File: config.mk
export PLATFORM = sky130hd
export DESIGN_NAME = irc_fifo
export DESIGN_NICKNAME = d
export VERILOG_FILES = /design/src/rtl/irc_pkg.sv /design/src/rtl/irc_fifo.sv
export SDC_FILE = /design/constraint.sdc
export NUM_CORES = 1
export LEC_CHECK = 0
export BUFFER_PORTS_ARGS = -buffer_cell sky130_fd_sc_hd__buf_2
export CORE_MARGIN = 3
export CORE_UTILIZATION = 61
export DETAILED_ROUTE_END_ITERATION = 7
export PLACE_DENSITY = 0.84
export SYNTH_ARGS = -nofsm -noshare
export SYNTH_HDL_FRONTEND = slang
export SYNTH_SLANG_ARGS = --single-unit
File: constraint.sdc
create_clock -name clk -period 4.05 [get_ports clk]
set_input_delay 0.2025 -clock clk [delete_from_list [all_inputs] [get_ports clk]]
set_output_delay 0.2025 -clock clk [all_outputs]
set_load 0.02 [all_outputs]
File: src/rtl/irc_pkg.sv
`timescale 1ns / 1ps
`default_nettype none

package irc_pkg;

	localparam int PIX_W = 8;
	localparam int IDX_W = 10;
	localparam int AVG_W = 8;
	localparam int CFG_W = 11;
	localparam int CFG_IDX_W = 2;
	localparam int PIX_MAX = 255;

	localparam int MAX_COLUMNS_DEF = 1024;
	localparam int MAX_ROWS_DEF = 1024;

	localparam logic [CFG_W-1:0] WIDTH_RESET = 11'd640;
	localparam logic [CFG_W-1:0] HEIGHT_RESET = 11'd480;

	localparam logic [CFG_IDX_W-1:0] REG_WIDTH = 2'd0;
	localparam logic [CFG_IDX_W-1:0] REG_HEIGHT = 2'd1;

	localparam logic KIND_ROW = 1'b0;
	localparam logic KIND_COL = 1'b1;

	localparam int Q_DEPTH = 4;
	localparam int Q_CNT_W = $clog2(Q_DEPTH + 1);

	typedef struct packed {
		logic [Q_CNT_W-1:0] count;
		logic               empty;
	} irc_q_status_t;

	function automatic int irc_max(input int a, input int b);
		return (a > b) ? a : b;
	endfunction

	// Width of a sum of up to max(columns, rows) full-scale pixels.
	function automatic int irc_sum_w(input int mc, input int mr);
		return $clog2(PIX_MAX * irc_max(mc, mr) + 1);
	endfunction

	// Width that holds a pixel count from 1 up to max(columns, rows).
	function automatic int irc_n_w(input int mc, input int mr);
		return $clog2(irc_max(mc, mr) + 1);
	endfunction

	function automatic int irc_entry_w(input int mc, input int mr);
		return 2 + 2 * IDX_W + 2 * irc_sum_w(mc, mr);
	endfunction

endpackage

`default_nettype wire

File: src/rtl/irc_fifo.sv
`timescale 1ns / 1ps
`default_nettype none

module irc_fifo import irc_pkg::*; #(
	parameter int WIDTH = 58
) (
	input  wire logic             clk,
	input  wire logic             arst_n,
	input  wire logic             push,
	input  wire logic [WIDTH-1:0] push_data,
	input  wire logic             pop,
	output logic      [WIDTH-1:0] pop_data,
	output irc_q_status_t         status
);

	localparam int PTR_W = (Q_DEPTH > 1) ? $clog2(Q_DEPTH) : 1;

	logic [WIDTH-1:0]   mem_q [Q_DEPTH];
	logic [PTR_W-1:0]   wr_ptr_q;
	logic [PTR_W-1:0]   rd_ptr_q;
	logic [Q_CNT_W-1:0] count_q;

	always_ff @(posedge clk) begin
		if (push) begin
			mem_q[wr_ptr_q] <= push_data;
		end
	end

	always_ff @(posedge clk or negedge arst_n) begin
		if (!arst_n) begin
			wr_ptr_q <= '0;
			rd_ptr_q <= '0;
			count_q  <= '0;
		end else begin
			if (push) begin
				wr_ptr_q <= (wr_ptr_q == PTR_W'(Q_DEPTH - 1)) ? '0 : wr_ptr_q + 1'b1;
			end
			if (pop) begin
				rd_ptr_q <= (rd_ptr_q == PTR_W'(Q_DEPTH - 1)) ? '0 : rd_ptr_q + 1'b1;
			end
			if (push && !pop) begin
				count_q <= count_q + 1'b1;
			end else if (pop && !push) begin
				count_q <= count_q - 1'b1;
			end
		end
	end

	assign pop_data     = mem_q[rd_ptr_q];
	assign status.count = count_q;
	assign status.empty = (count_q == '0);

endmodule

`default_nettype wire

-- After elaboration in Yosys (flattened, before gate mapping)
Memory sizes are Yosys's and may differ from the RTL's.
Cells that the tools add are included.
Widths: inputs -> output; s select.
- memories kept: 1
- RAM bits: 232
- output and inout port bits: 62
- register bits after elaboration: 7
- add/subtract/negate cells: 4
- multiplexer cells: 6
- reduce and logical (&&, ||, !) cells: 6
- eq/ne operators: 2
- memory list (name ; depth ; width ; rd ports ; clocked after memory_dff ; wr ports ; line ; RTL):
    mem_q ; 4 ; 58 ; 1 ; 0 ; 1 ; irc_fifo.sv:18 ; logic [WIDTH-1:0] mem_q [Q_DEPTH];
- operators by type and width (cell ; number):
    $mux 3 ; 2
    $add 2x1->2 const B ; 2
    $eq 2x2->1 const B ; 2
    $mux 2 ; 2
    $add 3x1->3 const B ; 1
    $logic_not 3->1 ; 1
    $sub 3x1->3 const B ; 1
    $logic_and 1x1->1 ; 2
    $logic_not 1->1 ; 2
    $mux 1 ; 2
    $reduce_bool 2->1 ; 1

-- Longest topological paths before layout
- depth in word-level cells: 4
- gate-level depth with buffers: 7
- gate-level depth less buffers: 7

-- Worst setup path before layout
No wires, ideal clock.
- kind: register -> register
- start: reg wr_ptr_q[0]
- end: mem mem_q[0][0] (enable)
- library setup time: 422 ps
- required time: 3628 ps
- path buffers: 0
- setup slack: 1634 ps
- cell stages (with the launch flop): 4
- data arrival time: 1995 ps
- cells stage by stage: dfrtp_1 > inv_1 > ha_1 > and2_1
- RTL lines (what ; line ; RTL):
    start, declared ; irc_fifo.sv:19 ; logic [PTR_W-1:0] wr_ptr_q;
    start signal, assigned ; irc_fifo.sv:36 ; wr_ptr_q <= (wr_ptr_q == PTR_W'(Q_DEPTH - 1)) ? '0 : wr_ptr_q + 1'b1;
    end, declared ; irc_fifo.sv:18 ;
No word-level cell before the write port.

-- Final worst setup path
- start: reg rd_ptr_q[1]
- end: out pop_data[33]
- longest elaborated chain between the ends: 1
- RTL lines (what ; line ; RTL):
    start, declared ; irc_fifo.sv:20 ; logic [PTR_W-1:0] rd_ptr_q;
    start signal, assigned ; irc_fifo.sv:39 ; rd_ptr_q <= (rd_ptr_q == PTR_W'(Q_DEPTH - 1)) ? '0 : rd_ptr_q + 1'b1;
    $mem_v2 4x58 ; -- ;
    end, declared ; irc_fifo.sv:12 ; output logic [WIDTH-1:0] pop_data,
Every way passes these cells.

==> summary.md <==
| Metric | Value |
|---|---|
| Slew @ Worst Pin | `1.02 ns` |
| Placement-stage worst setup slack | `1.77 ns` |
| Number of buffers on the longest clock path | `3` |
| Number of unique standard cell types used by synthesis | `18` |
| Syn avg cell area | `26.0 µm²` |
| Via count of the first global-routing pass | `4667` |
| Row cnt | `43` |
| Top Ports | `124` |
| Detailed-route DRC error count | `0` |
| Post-synth net total | `409` |
| CP max FO | `42` |
| Number of fill cells | `727` |
| Sequential-to-total area share from yosys stat | `0.807` |
| Pwr per Cell Area | `695 nW/µm²` |
| Final worst clock skew | `0.0136 ns` |
| First-pass GRT wire length | `25700 µm` |
| WL met2 | `8440 µm` |
| Final layout net count | `613` |
| Worst slew margin | `0.321` |
| Synth-to-Final Area Change | `22.5%` |
| Synth warnings | `0` |
| Worst min-delay path category | `in2reg` |
| Post-route total power | `7.53 mW` |
| Antenna violations before repair | `0` |
| Per-cell routed wire length | `22.1 µm` |
| Die Width | `126 µm` |
| Top layer in use | `met4` |
| Setup Viol. Count Final | `0` |
| Master of the slowest instance on the critical path | `sky130_fd_sc_hd__dfrtp_2` |
| Synthesized instance count | `340` |
| Number of violations of the max-capacitance limit | `0` |
| Largest net degree at the start of global routing | `43` |
| Cell count of the worst reg-to-reg path | `4` |
| Mapped cell area | `8850 µm²` |
| Slew Viols, Final | `0` |
| Highest ir drop seen on vdd | `0.463 mV` |
| RR Endpoint | `mem_q[0][39]$_DFFE_PP_` |
| Worst slack on hold paths | `0.0260 ns` |
| Number of antenna cells inserted | `0` |
| Worst path required time | `3.85 ns` |
| Clock Tree Root | `sky130_fd_sc_hd__clkbuf_16` |
| Max Fclk | `0.363 GHz` |
| Via count normalized by instance count | `5.78` |
| CTS tree | `done` |
| Critical Path Max Stage Delay | `1.04 ns` |
| Final count of hold timing violations | `0` |
| Unrepaired setup endpoints after global routing | `no` |
| Effective utilization at floorplan | `0.630` |
| Critical path launch point type | `register` |
| Cell chain of the critical path | `buf_4 -> mux4_2 -> buf_2` |
| Leakage power | `3.79 nW` |
| Yosys reg bits | `239` |
| Detailed-route wire length | `16300 µm` |
| Number of cells on the critical path | `3` |
| Post-CTS resize count | `0` |
| RD Place Congestion | `0.720` |
| Deepest level of the CTS H-tree | `1` |
| Critical path class | `reg2out` |
| Run status | `completed` |
| Number of buffers inserted by port buffering | `123` |
| Area of the multi-input gates | `1530 µm²` |
| Buffers inserted during post-CTS setup optimization | `0` |
| Clk pin slew, worst setup/hold paths | `0.05 ns` |
| Arrival time of the worst setup path | `2.55 ns` |
| Total length of routed met3 wires | `1040 µm` |
| GR Util All Layers | `0.209` |
| Kind of capture point of the worst setup path | `output port` |
| Sum of overflow across all layers after global routing | `0` |
| Critical path buffer and inverter count | `2` |
| Sum of routed wire segments on met1 | `6550 µm` |
| Final period demand of the worst path | `2.76 ns` |
| Sequential cell area in the final layout | `7150 µm²` |
| Routed vias | `4248` |
| Skew-Pair Late Insertion Delay | `0.51 ns` |
| TritonCTS Buffers | `23` |
| Hold Crit Depth | `2` |
| Top Family by Delay on Critical Path | `flip-flops` |
| Final setup slack of the worst path | `1.29 ns` |
| Share of cells above drive strength 1 | `0.407` |
| Height of the die | `126 µm` |
| Total core area | `14000 µm²` |
| DRC violation total after the first TritonRoute iteration | `361` |
| Die ar. | `16000 µm²` |
| Reg-to-reg setup timing slack | `1.81 ns` |
| First-pass DRT Iterations | `4` |
| Critical path startpoint | `rd_ptr_q[1]$_DFFE_PN0P_` |
| Startpoint of the worst-slack reg-to-reg timing path | `wr_ptr_q[0]$_DFFE_PN0P_` |
| Worst setup path endpoint | `pop_data[33]` |
| Setup TNS after final layout | `0 ns` |
| Remaining number of nets flagged by the antenna check after routing | `0` |
| HPWL reported at the end of detailed placement | `9720 µm` |
| Clk sinks | `239` |
| Portion of the clock cycle consumed by the worst path in the final layout | `0.680` |
[worst min-delay path by stage]
stage               slack (ns)                       to    from
finish                    0.03  rd_ptr_q[1]$_DFFE_PN0P_     pop
global route              0.01  rd_ptr_q[0]$_DFFE_PN0P_     pop
CTS                      0.006  rd_ptr_q[1]$_DFFE_PN0P_     pop
detailed placement        0.05   count_q[0]$_DFFE_PN0P_  arst_n
global placement          0.04   count_q[2]$_DFFE_PN0P_  arst_n
floorplan                -0.09   count_q[0]$_DFFE_PN0P_  arst_n
[stage by stage]
stage               std cells  cell area, µm²   util
finish                    735           10800  0.772
global route              735           10800  0.772
CTS                       735           10800  0.772
detailed placement        639            9600  0.684
global placement          639            9600  0.684
floorplan                 340            8850      -
[cell families after synthesis]
family | synth area share
adders and majority gates | 0.0107
DFF | 0.807
muxes | 0.151
and+or+nand+nor | 0.00551
buffers and inverters | 0.0211
AOI/OAI and AO/OA | 0.00113
xor gates and xnor gates | 0.00297
[cell usage in the layout, fill, tap and decap left out]
cell                              n
sky130_fd_sc_hd__and2_2           4
sky130_fd_sc_hd__buf_2          123
sky130_fd_sc_hd__buf_4           10
sky130_fd_sc_hd__clkbuf_1         5
sky130_fd_sc_hd__clkbuf_16       23
sky130_fd_sc_hd__clkinv_1         5
sky130_fd_sc_hd__clkinv_2         2
sky130_fd_sc_hd__dfrtp_1          5
sky130_fd_sc_hd__dfrtp_2          1
sky130_fd_sc_hd__dfrtp_4          1
sky130_fd_sc_hd__dlygate4sd3_1   60
sky130_fd_sc_hd__edfxtp_1       232
sky130_fd_sc_hd__fa_1             1
sky130_fd_sc_hd__ha_1             6
sky130_fd_sc_hd__inv_1            4
sky130_fd_sc_hd__inv_6            1
sky130_fd_sc_hd__mux2_2           3
sky130_fd_sc_hd__mux4_2          58
sky130_fd_sc_hd__nand2_1          2
sky130_fd_sc_hd__nor2_1           3
sky130_fd_sc_hd__nor3_1           1
sky130_fd_sc_hd__o21ai_0          2
sky130_fd_sc_hd__xnor2_1          1
sky130_fd_sc_hd__xor2_1           2
[cell type report]
type	instances	area share
Clock inverter	8	0.00346
Inverter	4	0.00139
Tap cell	180	0.0208
Clock buffer	28	0.0548
Multi-Input combinational cell	83	0.141
Timing Repair Buffer	193	0.119
Sequential cell	239	0.660
[worst reg2reg max path: cells and delay by family, from the launching register on]
kind	cells	cell delay, ns
buf+inv	2	0.68
fa+ha+maj	1	0.15
simple gates	1	0.62
flops	1	0.41
[state kept, by name (all words and copies together), names as in the netlist]
name	count
mem_q	232
count_q	3
rd_ptr_q	2
wr_ptr_q	2
[Yosys cell counts]
cell type | n | area (µm²)
sky130_fd_sc_hd__nor3_1 | 1 | 5.00
sky130_fd_sc_hd__buf_4 | 2 | 15.0
sky130_fd_sc_hd__ha_1 | 6 | 75.1
sky130_fd_sc_hd__nand2_1 | 2 | 7.51
sky130_fd_sc_hd__and2_1 | 4 | 25.0
sky130_fd_sc_hd__buf_12 | 6 | 120
sky130_fd_sc_hd__edfxtp_1 | 232 | 6970
sky130_fd_sc_hd__o21ai_0 | 2 | 10.0
sky130_fd_sc_hd__buf_2 | 5 | 25.0
sky130_fd_sc_hd__nor2_1 | 3 | 11.3
sky130_fd_sc_hd__mux2_2 | 3 | 33.8
sky130_fd_sc_hd__inv_1 | 4 | 15.0
sky130_fd_sc_hd__mux4_2 | 58 | 1310
sky130_fd_sc_hd__fa_1 | 1 | 20.0
sky130_fd_sc_hd__dfrtp_1 | 7 | 175
sky130_fd_sc_hd__xnor2_1 | 1 | 8.76
sky130_fd_sc_hd__xor2_1 | 2 | 17.5
sky130_fd_sc_hd__buf_6 | 1 | 11.3
[what timing repair did]
action / 4_1_cts / 5_1_grt
hold endpoints to repair: 240 / 0
endpoints found under the setup margin: 0 / 0
hold buffers: 60 / 0
[power breakdown]
part,internal (mW),leakage [nW],switching [mW]
clock network,1.03,0.310,0.811
registers,3.18,2.21,0.264
logic,0.991,1.27,1.26
total,5.20,3.79,2.34
[per-layer routing]
layer  GRT usage  up-vias
met5           0        -
met4      0.0486        0
met3      0.0396       27
met2       0.346      170
met1       0.298     2194
li1            -     1857
Note: power is estimated with default switching activity, not from simulation.
