<file path="src/rtl/irc_pkg.sv">
`timescale 1ns / 1ps
`default_nettype none

package irc_pkg;

	localparam int PIX_W = 8;
	localparam int IDX_W = 10;
	localparam int AVG_W = 8;
	localparam int CFG_W = 11;
	localparam int CFG_IDX_W = 2;
	localparam int PIX_MAX = 255;

	localparam int MAX_COLUMNS_DEF = 1024;
	localparam int MAX_ROWS_DEF = 1024;

	localparam logic [CFG_W-1:0] WIDTH_RESET = 11'd640;
	localparam logic [CFG_W-1:0] HEIGHT_RESET = 11'd480;

	localparam logic [CFG_IDX_W-1:0] REG_WIDTH = 2'd0;
	localparam logic [CFG_IDX_W-1:0] REG_HEIGHT = 2'd1;

	localparam logic KIND_ROW = 1'b0;
	localparam logic KIND_COL = 1'b1;

	localparam int Q_DEPTH = 4;
	localparam int Q_CNT_W = $clog2(Q_DEPTH + 1);

	typedef struct packed {
		logic [Q_CNT_W-1:0] count;
		logic               empty;
	} irc_q_status_t;

	function automatic int irc_max(input int a, input int b);
		return (a > b) ? a : b;
	endfunction

	// Width of a sum of up to max(columns, rows) full-scale pixels.
	function automatic int irc_sum_w(input int mc, input int mr);
		return $clog2(PIX_MAX * irc_max(mc, mr) + 1);
	endfunction

	// Width that holds a pixel count from 1 up to max(columns, rows).
	function automatic int irc_n_w(input int mc, input int mr);
		return $clog2(irc_max(mc, mr) + 1);
	endfunction

	function automatic int irc_entry_w(input int mc, input int mr);
		return 2 + 2 * IDX_W + 2 * irc_sum_w(mc, mr);
	endfunction

endpackage

`default_nettype wire

</file>
<file path="src/rtl/irc_if.sv">
`timescale 1ns / 1ps
`default_nettype none


interface irc_result_if import irc_pkg::*; ();
	logic             valid;
	logic             ready;
	logic             kind;
	logic [IDX_W-1:0] index;
	logic [AVG_W-1:0] average;
	logic             last;

	modport source (output valid, output kind, output index, output average, output last,
		input ready);
	modport sink (input valid, input kind, input index, input average, input last,
		output ready);
endinterface


`default_nettype wire

</file>
<file path="src/rtl/irc_back.sv">
`timescale 1ns / 1ps
`default_nettype none

module irc_back import irc_pkg::*; #(
	parameter int MAX_COLUMNS = MAX_COLUMNS_DEF,
	parameter int MAX_ROWS = MAX_ROWS_DEF
) (
	input  wire logic      clk,
	input  wire logic      arst_n,
	input  wire irc_q_status_t q_stat,
	input  wire logic [irc_entry_w(MAX_COLUMNS, MAX_ROWS)-1:0] q_data,
	output logic           q_pop,
	input  wire logic [irc_n_w(MAX_COLUMNS, MAX_ROWS)-1:0]     w_eff,
	input  wire logic [irc_n_w(MAX_COLUMNS, MAX_ROWS)-1:0]     h_eff,
	irc_result_if.source   res
);

	localparam int N_W = irc_n_w(MAX_COLUMNS, MAX_ROWS);
	localparam int SUM_W = irc_sum_w(MAX_COLUMNS, MAX_ROWS);
	localparam int NUM_W = SUM_W + 2;
	localparam int DEN_W = N_W + 1;
	localparam int CMP_W = irc_max(NUM_W, DEN_W + AVG_W - 1);
	localparam int STEP_W = (AVG_W > 1) ? $clog2(AVG_W) : 1;

	typedef enum logic [1:0] {
		B_IDLE,
		B_DIV,
		B_DONE
	} back_state_t;

	back_state_t       state_q;
	logic [STEP_W-1:0] step_q;
	logic              col_pend_q;
	logic              kind_q;
	logic [IDX_W-1:0]  idx_q;
	logic              last_q;
	logic [IDX_W-1:0]  col_idx_q;
	logic [SUM_W-1:0]  col_sum_q;
	logic [CMP_W-1:0]  rem_q;
	logic [CMP_W-1:0]  dsh_q;
	logic [AVG_W-1:0]  quo_q;

	logic              out_valid_q;
	logic              out_kind_q;
	logic [IDX_W-1:0]  out_index_q;
	logic [AVG_W-1:0]  out_average_q;
	logic              out_last_q;

	logic              e_row_en;
	logic              e_col_en;
	logic [IDX_W-1:0]  e_row_idx;
	logic [IDX_W-1:0]  e_col_idx;
	logic [SUM_W-1:0]  e_row_sum;
	logic [SUM_W-1:0]  e_col_sum;

	logic [SUM_W-1:0]  ld_sum;
	logic [N_W-1:0]    ld_n;
	logic [CMP_W-1:0]  ld_num;
	logic [CMP_W-1:0]  ld_den;
	logic              out_free;
	logic              out_load;
	logic              ge;

	assign {e_row_en, e_col_en, e_row_idx, e_col_idx, e_row_sum, e_col_sum} = q_data;

	// The next division is either the head word's first mean or the pending
	// column mean of the word in hand.
	always_comb begin
		if (state_q == B_IDLE) begin
			ld_sum = e_row_en ? e_row_sum : e_col_sum;
			ld_n   = e_row_en ? w_eff : h_eff;
		end else begin
			ld_sum = col_sum_q;
			ld_n   = h_eff;
		end
	end

	// Rounded mean as (2*sum + n) div (2*n), one quotient bit per cycle.
	assign ld_num = CMP_W'({ld_sum, 1'b0}) + CMP_W'(ld_n);
	assign ld_den = CMP_W'({ld_n, 1'b0}) << (AVG_W - 1);
	assign ge = (rem_q >= dsh_q);

	assign q_pop = (state_q == B_IDLE) && !q_stat.empty;
	assign out_free = !out_valid_q || res.ready;
	assign out_load = (state_q == B_DONE) && out_free;

	always_ff @(posedge clk or negedge arst_n) begin
		if (!arst_n) begin
			state_q       <= B_IDLE;
			step_q        <= '0;
			col_pend_q    <= 1'b0;
			kind_q        <= KIND_ROW;
			idx_q         <= '0;
			last_q        <= 1'b0;
			col_idx_q     <= '0;
			col_sum_q     <= '0;
			rem_q         <= '0;
			dsh_q         <= '0;
			quo_q         <= '0;
			out_valid_q   <= 1'b0;
			out_kind_q    <= KIND_ROW;
			out_index_q   <= '0;
			out_average_q <= '0;
			out_last_q    <= 1'b0;
		end else begin
			if (out_load) begin
				out_valid_q <= 1'b1;
			end else if (res.ready) begin
				out_valid_q <= 1'b0;
			end
			case (state_q)
				B_IDLE: begin
					if (!q_stat.empty) begin
						col_pend_q <= e_row_en && e_col_en;
						kind_q     <= e_row_en ? KIND_ROW : KIND_COL;
						idx_q      <= e_row_en ? e_row_idx : e_col_idx;
						last_q     <= !(e_row_en && e_col_en);
						col_idx_q  <= e_col_idx;
						col_sum_q  <= e_col_sum;
						rem_q      <= ld_num;
						dsh_q      <= ld_den;
						step_q     <= '0;
						state_q    <= B_DIV;
					end
				end
				B_DIV: begin
					if (ge) begin
						rem_q <= rem_q - dsh_q;
					end
					quo_q  <= {quo_q[AVG_W-2:0], ge};
					dsh_q  <= dsh_q >> 1;
					step_q <= step_q + 1'b1;
					if (step_q == STEP_W'(AVG_W - 1)) begin
						state_q <= B_DONE;
					end
				end
				B_DONE: begin
					if (out_free) begin
						out_kind_q    <= kind_q;
						out_index_q   <= idx_q;
						out_average_q <= quo_q;
						out_last_q    <= last_q;
						if (col_pend_q) begin
							col_pend_q <= 1'b0;
							kind_q     <= KIND_COL;
							idx_q      <= col_idx_q;
							last_q     <= 1'b1;
							rem_q      <= ld_num;
							dsh_q      <= ld_den;
							step_q     <= '0;
							state_q    <= B_DIV;
						end else begin
							state_q <= B_IDLE;
						end
					end
				end
				default: begin
					state_q <= B_IDLE;
				end
			endcase
		end
	end

	assign res.valid   = out_valid_q;
	assign res.kind    = out_kind_q;
	assign res.index   = out_index_q;
	assign res.average = out_average_q;
	assign res.last    = out_last_q;

endmodule

`default_nettype wire

</file>
<file path="src/flat_wrapper.sv">
// flat-port wrapper written by rule: the top's interface ports become plain ports
module irc_back_flat import irc_pkg::*;
#(
	parameter int MAX_COLUMNS = MAX_COLUMNS_DEF,
	parameter int MAX_ROWS = MAX_ROWS_DEF
)
  (clk, arst_n, q_stat, q_data, q_pop, w_eff, h_eff, res_valid, res_kind, res_index, res_average, res_last, res_ready);
  irc_result_if res_i ();
  input  wire logic clk;
  input  wire logic arst_n;
  input  wire irc_q_status_t q_stat;
  input  wire logic [irc_entry_w(MAX_COLUMNS, MAX_ROWS)-1:0] q_data;
  output logic q_pop;
  input  wire logic [irc_n_w(MAX_COLUMNS, MAX_ROWS)-1:0] w_eff;
  input  wire logic [irc_n_w(MAX_COLUMNS, MAX_ROWS)-1:0] h_eff;
  output wire logic [$bits(res_i.valid)-1:0] res_valid;
  output wire logic [$bits(res_i.kind)-1:0] res_kind;
  output wire logic [$bits(res_i.index)-1:0] res_index;
  output wire logic [$bits(res_i.average)-1:0] res_average;
  output wire logic [$bits(res_i.last)-1:0] res_last;
  input wire logic [$bits(res_i.ready)-1:0] res_ready;
  assign res_valid = res_i.valid;
  assign res_kind = res_i.kind;
  assign res_index = res_i.index;
  assign res_average = res_i.average;
  assign res_last = res_i.last;
  assign res_i.ready = res_ready;
  irc_back #(.MAX_COLUMNS(MAX_COLUMNS), .MAX_ROWS(MAX_ROWS)) u_core (.clk(clk), .arst_n(arst_n), .q_stat(q_stat), .q_data(q_data), .q_pop(q_pop), .w_eff(w_eff), .h_eff(h_eff), .res(res_i));
endmodule
</file>
<file path="config.mk">
export PLATFORM = sky130hd
export DESIGN_NAME = irc_back_flat
export DESIGN_NICKNAME = d
export VERILOG_FILES = /design/src/rtl/irc_pkg.sv /design/src/rtl/irc_if.sv /design/src/rtl/irc_back.sv /design/src/flat_wrapper.sv
export SDC_FILE = /design/constraint.sdc
export NUM_CORES = 1
export LEC_CHECK = 0
export ABC_AREA = 1
export BUFFER_PORTS_ARGS = -buffer_cell sky130_fd_sc_hd__buf_4
export CAP_MARGIN = 25
export CORE_MARGIN = 5
export CORE_UTILIZATION = 30
export CTS_CLUSTER_SIZE = 24
export DETAILED_ROUTE_END_ITERATION = 6
export PLACE_DENSITY = 0.56
export RECOVER_POWER = 25
export SYNTH_ARGS = -nofsm -noshare
export SYNTH_HDL_FRONTEND = slang
export SYNTH_SLANG_ARGS = --single-unit
</file>
<file path="constraint.sdc">
create_clock -name clk -period 3.2 [get_ports clk]
set_input_delay 0 -clock clk [delete_from_list [all_inputs] [get_ports clk]]
set_output_delay 0 -clock clk [all_outputs]
set_load 0.05 [all_outputs]
</file>
# == After elaboration in Yosys (flattened, before gate mapping) ==
# Index checks and enable logic that the tools add are counted.
# word_totals
reg_bits,115
in_bits,87
wordCells,86
# op_classes
addsub,3
order_cmp,1
eq_ne,8
n_mux,39
bitwise_logic,1
n_reduce_logical,18
# ops
op,count
20-bit two-way mux,7
20-bit case mux with 3 select lines,2
10-bit two-way mux,4
18-bit two-way mux,2
11-bit two-way mux,2
19-bit by 11-bit adder with 20-bit output,1
20-bit >= comparator,1
10-bit case mux with 2 select lines,1
20-bit subtractor,1
1-bit two-way mux,10
3-bit two-way mux,3
3-bit case mux with 3 select lines,1
"2-bit by 1-bit != test with 1-bit output, second input constant",4
4-bit AND reduction,2
2-bit two-way mux,3
1-bit case mux with 2 select lines,3
2-bit case mux with 3 select lines,1
3-bit AND reduction,2
5-bit AND reduction,1
2-bit AND reduction,2
2-bit nonzero test,2
"3-bit by 1-bit adder with 3-bit output, second input constant",1
"3-bit == test, second input constant",1
1-bit logical AND,3
other kinds (8),10

# == Longest topological paths before layout ==
# logic_depth
word_depth,6
depth_mapped,22
ltp_nobuf,21

# == Worst setup path before layout ==
# No wires, ideal clock.
# synth_path
path_kind,register -> register
from,reg u_core.state_q[1]
to,reg u_core.rem_q[15]
setup_time_ns,0.116
arrival_ns,2.482
required_ns,3.084
slack_ns,0.602
path_stages_with_launch,22
path_cell_list,dfrtp_1 -> nor2_4 -> inv_4 -> nor2_2 -> inv_1 -> buf_2 -> nand2_1 -> nand2_1 -> ha_1 -> fa_1 -> nand2_1 -> nand3_1 -> nand3_1 -> nand3_1 -> nand2_1 -> nand2_1 -> nand2_1 -> nand2_1 -> nand3_1 -> o21ai_1 -> nand2_1 -> nand2_1
# synth_via
elab_chain_cells,6
word_cells_on_any_way,16
classes_between,add/sub (1); eq/ne (6); mux (6); reduce/logical (3)
# synth_lines
item,line,rtl
start: declaration,irc_back.sv:31,back_state_t state_q;
start signal: assignment,irc_back.sv:89,state_q <= B_IDLE;
start signal: assignment,irc_back.sv:123,state_q <= B_DIV;
start signal: assignment,irc_back.sv:134,state_q <= B_DONE;
2-bit zero test,"irc_back.sv:69, irc_back.sv:111",
18-bit two-way mux / 11-bit two-way mux (equally long branches),irc_back.sv:69,if (state_q == B_IDLE) begin
19-bit by 11-bit adder with 20-bit output,irc_back.sv:79,"assign ld_num = CMP_W'({ld_sum, 1'b0}) + CMP_W'(ld_n);"
20-bit two-way mux,irc_back.sv:143,if (col_pend_q) begin
20-bit two-way mux,irc_back.sv:138,if (out_free) begin
20-bit case mux with 3 select lines,irc_back.sv:111,case (state_q)
end signal: assignment,irc_back.sv:120,rem_q <= ld_num;
end signal: assignment,irc_back.sv:128,rem_q <= rem_q - dsh_q;
end signal: assignment,irc_back.sv:148,rem_q <= ld_num;
end: declaration,irc_back.sv:39,logic [CMP_W-1:0] rem_q;
# Several ways; a longest one is shown, not always the timed one. The select of a mux whose other input is x is not followed.
# A chain may end at the register's enable or synchronous reset.

# == Worst setup path in the final report ==
# layout_path
from,reg u_core.state_q[1]
to,reg u_core.rem_q[19]
# The elaborated chain is that of the path after synthesis.

==> results.toml <==
[floorplanning]
die_y_um = 165
die_x_um = 165
coreArea_mm2 = 0.0236
die_area_mm2 = 0.0273
start_util_pct = 30.6
ios = 109
fp-row-count = 56

[critical_path]
cpMaxStageDelayCell = "dfrtp_1"
cp_top_family = "simple AND/OR/NAND/NOR gates"
crit_buf_inv = 1
critPathArrivalTime_ns = 3.24
slowest_delay_ns = 0.41
critPathKind = "reg2reg"
r2r_cells = 16
startpoint_type = "register"
path_depth = 16
crit_fanout = 23
path_cells = "nor2_4 -> buf_4 -> o21ai_0 -> o21ai_0 -> ha_1 -> fa_1 -> nand2_1 -> nand3_1 -> nand3_1 -> nand3_1 -> nand2_1 -> nand2_1 -> nand2_1 -> nor2_1 -> nor2_1 -> a21oi_1"
cp.required_ns = 3.55
cp_common_cell = "nand2_1"
end_kind = "register"

[sta]
clock_skew_ns = 0.0130
worst_slew_pin_slew_ns = 1.50
holdWs_ns = 0.0149
fin_setup_tns_ns = 0
min_period_over_period_pct = 90.5
hold_violations = 0
finalMaxSlewViolations = 26
finalSetupViolCount = 0
slew_headroom_pct = -0.0322
grt_setup_unrepaired = "no"
period_minus_slack_ns = 2.90
fmax_mhz = 345

[clock_tree]
h-tree-depth = 4
cts_setup_buffers = 0
cts_buffer_depth = 2
ctsHoldBuffers = 42
cts_resized = 0
ctsRootBufferMaster = "clkbuf_16"
cts_buffers = 17
clk_latency_ns = 0.42
clkSlewWorstSetupHoldPaths_ns = 0.06
cts.sinks = 114
cts_tree = "built"

[grt]
gr-total-overflow = 0
grt_pass1_vias = 6843
grt_pass1_wl_mm = 34.6
grt_use_total_pct = 16.0
grt_max_degree = 60
antenna_found_initial = 0

[yosys]
yosys_warnings = 0
syn_inst = 1008
synth_top_area_share_pct = 39.5
synthArstFlopShare_pct = 100
syn_area_mm2 = 0.00723
synth_ff_type = "dfrtp_1"
synth-seq-area-share_pct = 39.5
yosys.area.top_type = "dfrtp_1"
ys_ff_latch = 114
synth.area.top_cells = "dfrtp_1 39%, nand2_1 19%, o21ai_0 7.5%, ha_1 5.4%, inv_1 4.8%"
synth_nets = 1128
synth_edf_count = 0
yosysUniqueCellTypes = 46
syn_area_per_cell_um2 = 7.17

[placed_design]
io_buffers = 105
place_congestion = 0.914
place_inst = 1411
place_area_mm2 = 0.00836
dp_hpwl_mm = 15.7

[power_and_ir_drop]
p_leak_nw = 4.77
p_clk_share_pct = 18.1
irDropWorstVdd_mv = 0.485
p_int_mw = 5.44
seqPwrFrac_pct = 23.2
powerDensity_mw_per_mm2 = 1130
sw_frac_of_total_pct = 48.5
p_sw_mw = 5.11
pwr-share-comb_pct = 58.7

[route]
vias = 6911
drt_first_pass_iters = 5
drt_iter0_drc = 404
viasPerCell = 4.66
drcViolationCount = 0
wirelength_mm = 20.9
ant_nets = 0
wl_per_cell_um = 14.1

[run]
drv_cap = 1

[worst_hold_path]
hold_path_depth = 3
min_path_type = "in2reg"

[final_layout]
final_common_cell = "nand2_1"
post-route-cell-area_mm2 = 0.00934
post-route-util_pct = 39.6
fill_cells = 2526
stdcell_count = 1484
area_growth_pct = 29.2
drive_above_1_share_pct = 15.7
most-common-layout-cells = "365 x nand2_1, 114 x buf_4, 114 x dfrtp_1"
n_antenna_cell = 0
nNetsFinal = 1273

[run_status]
violations = "max-capacitance violations, max-slew violations"
status = "finished, violations left"
[area by class of cell]
cell class	count	area, um^2	share of cell area [%]
multi-input cells	758	3820	40.9
flip-flops and latches	114	2850	30.5
repair buffers	162	1300	13.9
clock buffers	19	453	4.85
well taps	319	399	4.27
inverters	100	380	4.07
clock inverters	12	134	1.43
[per-stage QoR]
stage | setup WS, ns | total power [mW]
final | 0.304 | 10.5
after global routing | 0.0131 | 11.6
after CTS | 0.338 | 10.6
after detailed placement | 0.336 | 8.63
after global placement | 0.451 | 8.58
after floorplan | 0.602 | 7.04
[logic make-up (layout without fill, tap and decap cells)]
logic type	count (synthesis)	after routing	synth area share (%)
buffers and inverters	136	293	7.65
flip-flops	114	114	39.5
multiplexers	12	12	1.87
XOR/XNOR	8	8	0.969
AO/OA/AOI/OAI	183	183	13.9
adder cells (fa/ha/maj)	33	33	5.92
AND/OR/NAND/NOR	522	522	30.2
[per-layer routing]
metal	vias to the layer above	global-route usage, %	share of wire [%]
met3	28	3.20	3.9
met4	0	4.95	2.0
met5	-	0	0
li1	3559	-	-
met1	3187	21.8	48
met2	137	25.6	46
[sequential cells by signal, indices dropped and copies added (netlist names)]
signal / cells
u_core.col_idx_q: 10
u_core.col_pend_q: 1
u_core.col_sum_q: 18
u_core.dsh_q: 19
u_core.idx_q: 10
u_core.kind_q: 1
u_core.last_q: 1
u_core.quo_q: 8
u_core.rem_q: 20
u_core.res.average: 8
u_core.res.index: 10
u_core.res.kind: 1
u_core.res.last: 1
u_core.res.valid: 1
u_core.state_q: 2
u_core.step_q: 3
[worst paths after layout]
check | start | end | slack, ns
max reg2reg | u_core.state_q[1] | u_core.rem_q[19] | 0.30
min | w_eff[0] | u_core.dsh_q[8] | 0.01
max | u_core.state_q[1] | u_core.rem_q[19] | 0.30
max in group asynchronous | arst_n | u_core.rem_q[14] | 1.56
min reg2reg | u_core.col_idx_q[6] | u_core.col_idx_q[6] | 0.47
min in group asynchronous | arst_n | u_core.res.index[5] | 0.46
[cells in the mapped netlist (all sizes together) (4+ instances only)]
| cell type | n |
|---|---|
| buf | 14 |
| ha | 31 |
| o221ai | 4 |
| nand2 | 370 |
| nor2 | 66 |
| nand3 | 64 |
| o22ai | 9 |
| and2 | 4 |
| xor2 | 5 |
| mux2 | 12 |
| a22oi | 4 |
| nor3 | 6 |
| inv | 99 |
| dfrtp | 114 |
| clkbuf | 22 |
| nand4 | 10 |
| o21ai | 112 |
| a21oi | 42 |
[power by group through the flow]
stage	combinational, mW	sequential (mW)	clock, mW
floorplan	4.31	2.73	0
CTS	6.23	2.45	1.94
detailed placement	6.16	2.47	0
global placement	6.12	2.46	0
global route	7.03	2.53	2.01
finish	6.19	2.45	1.91
[tightest hold or removal path: cells and delay by family]
kind,cells,cell delay (ns)
AOI/OAI and AO/OA,2,0.29
buffers and inverters,1,0.07
No activity file was read; power rests on OpenSTA's default activity.
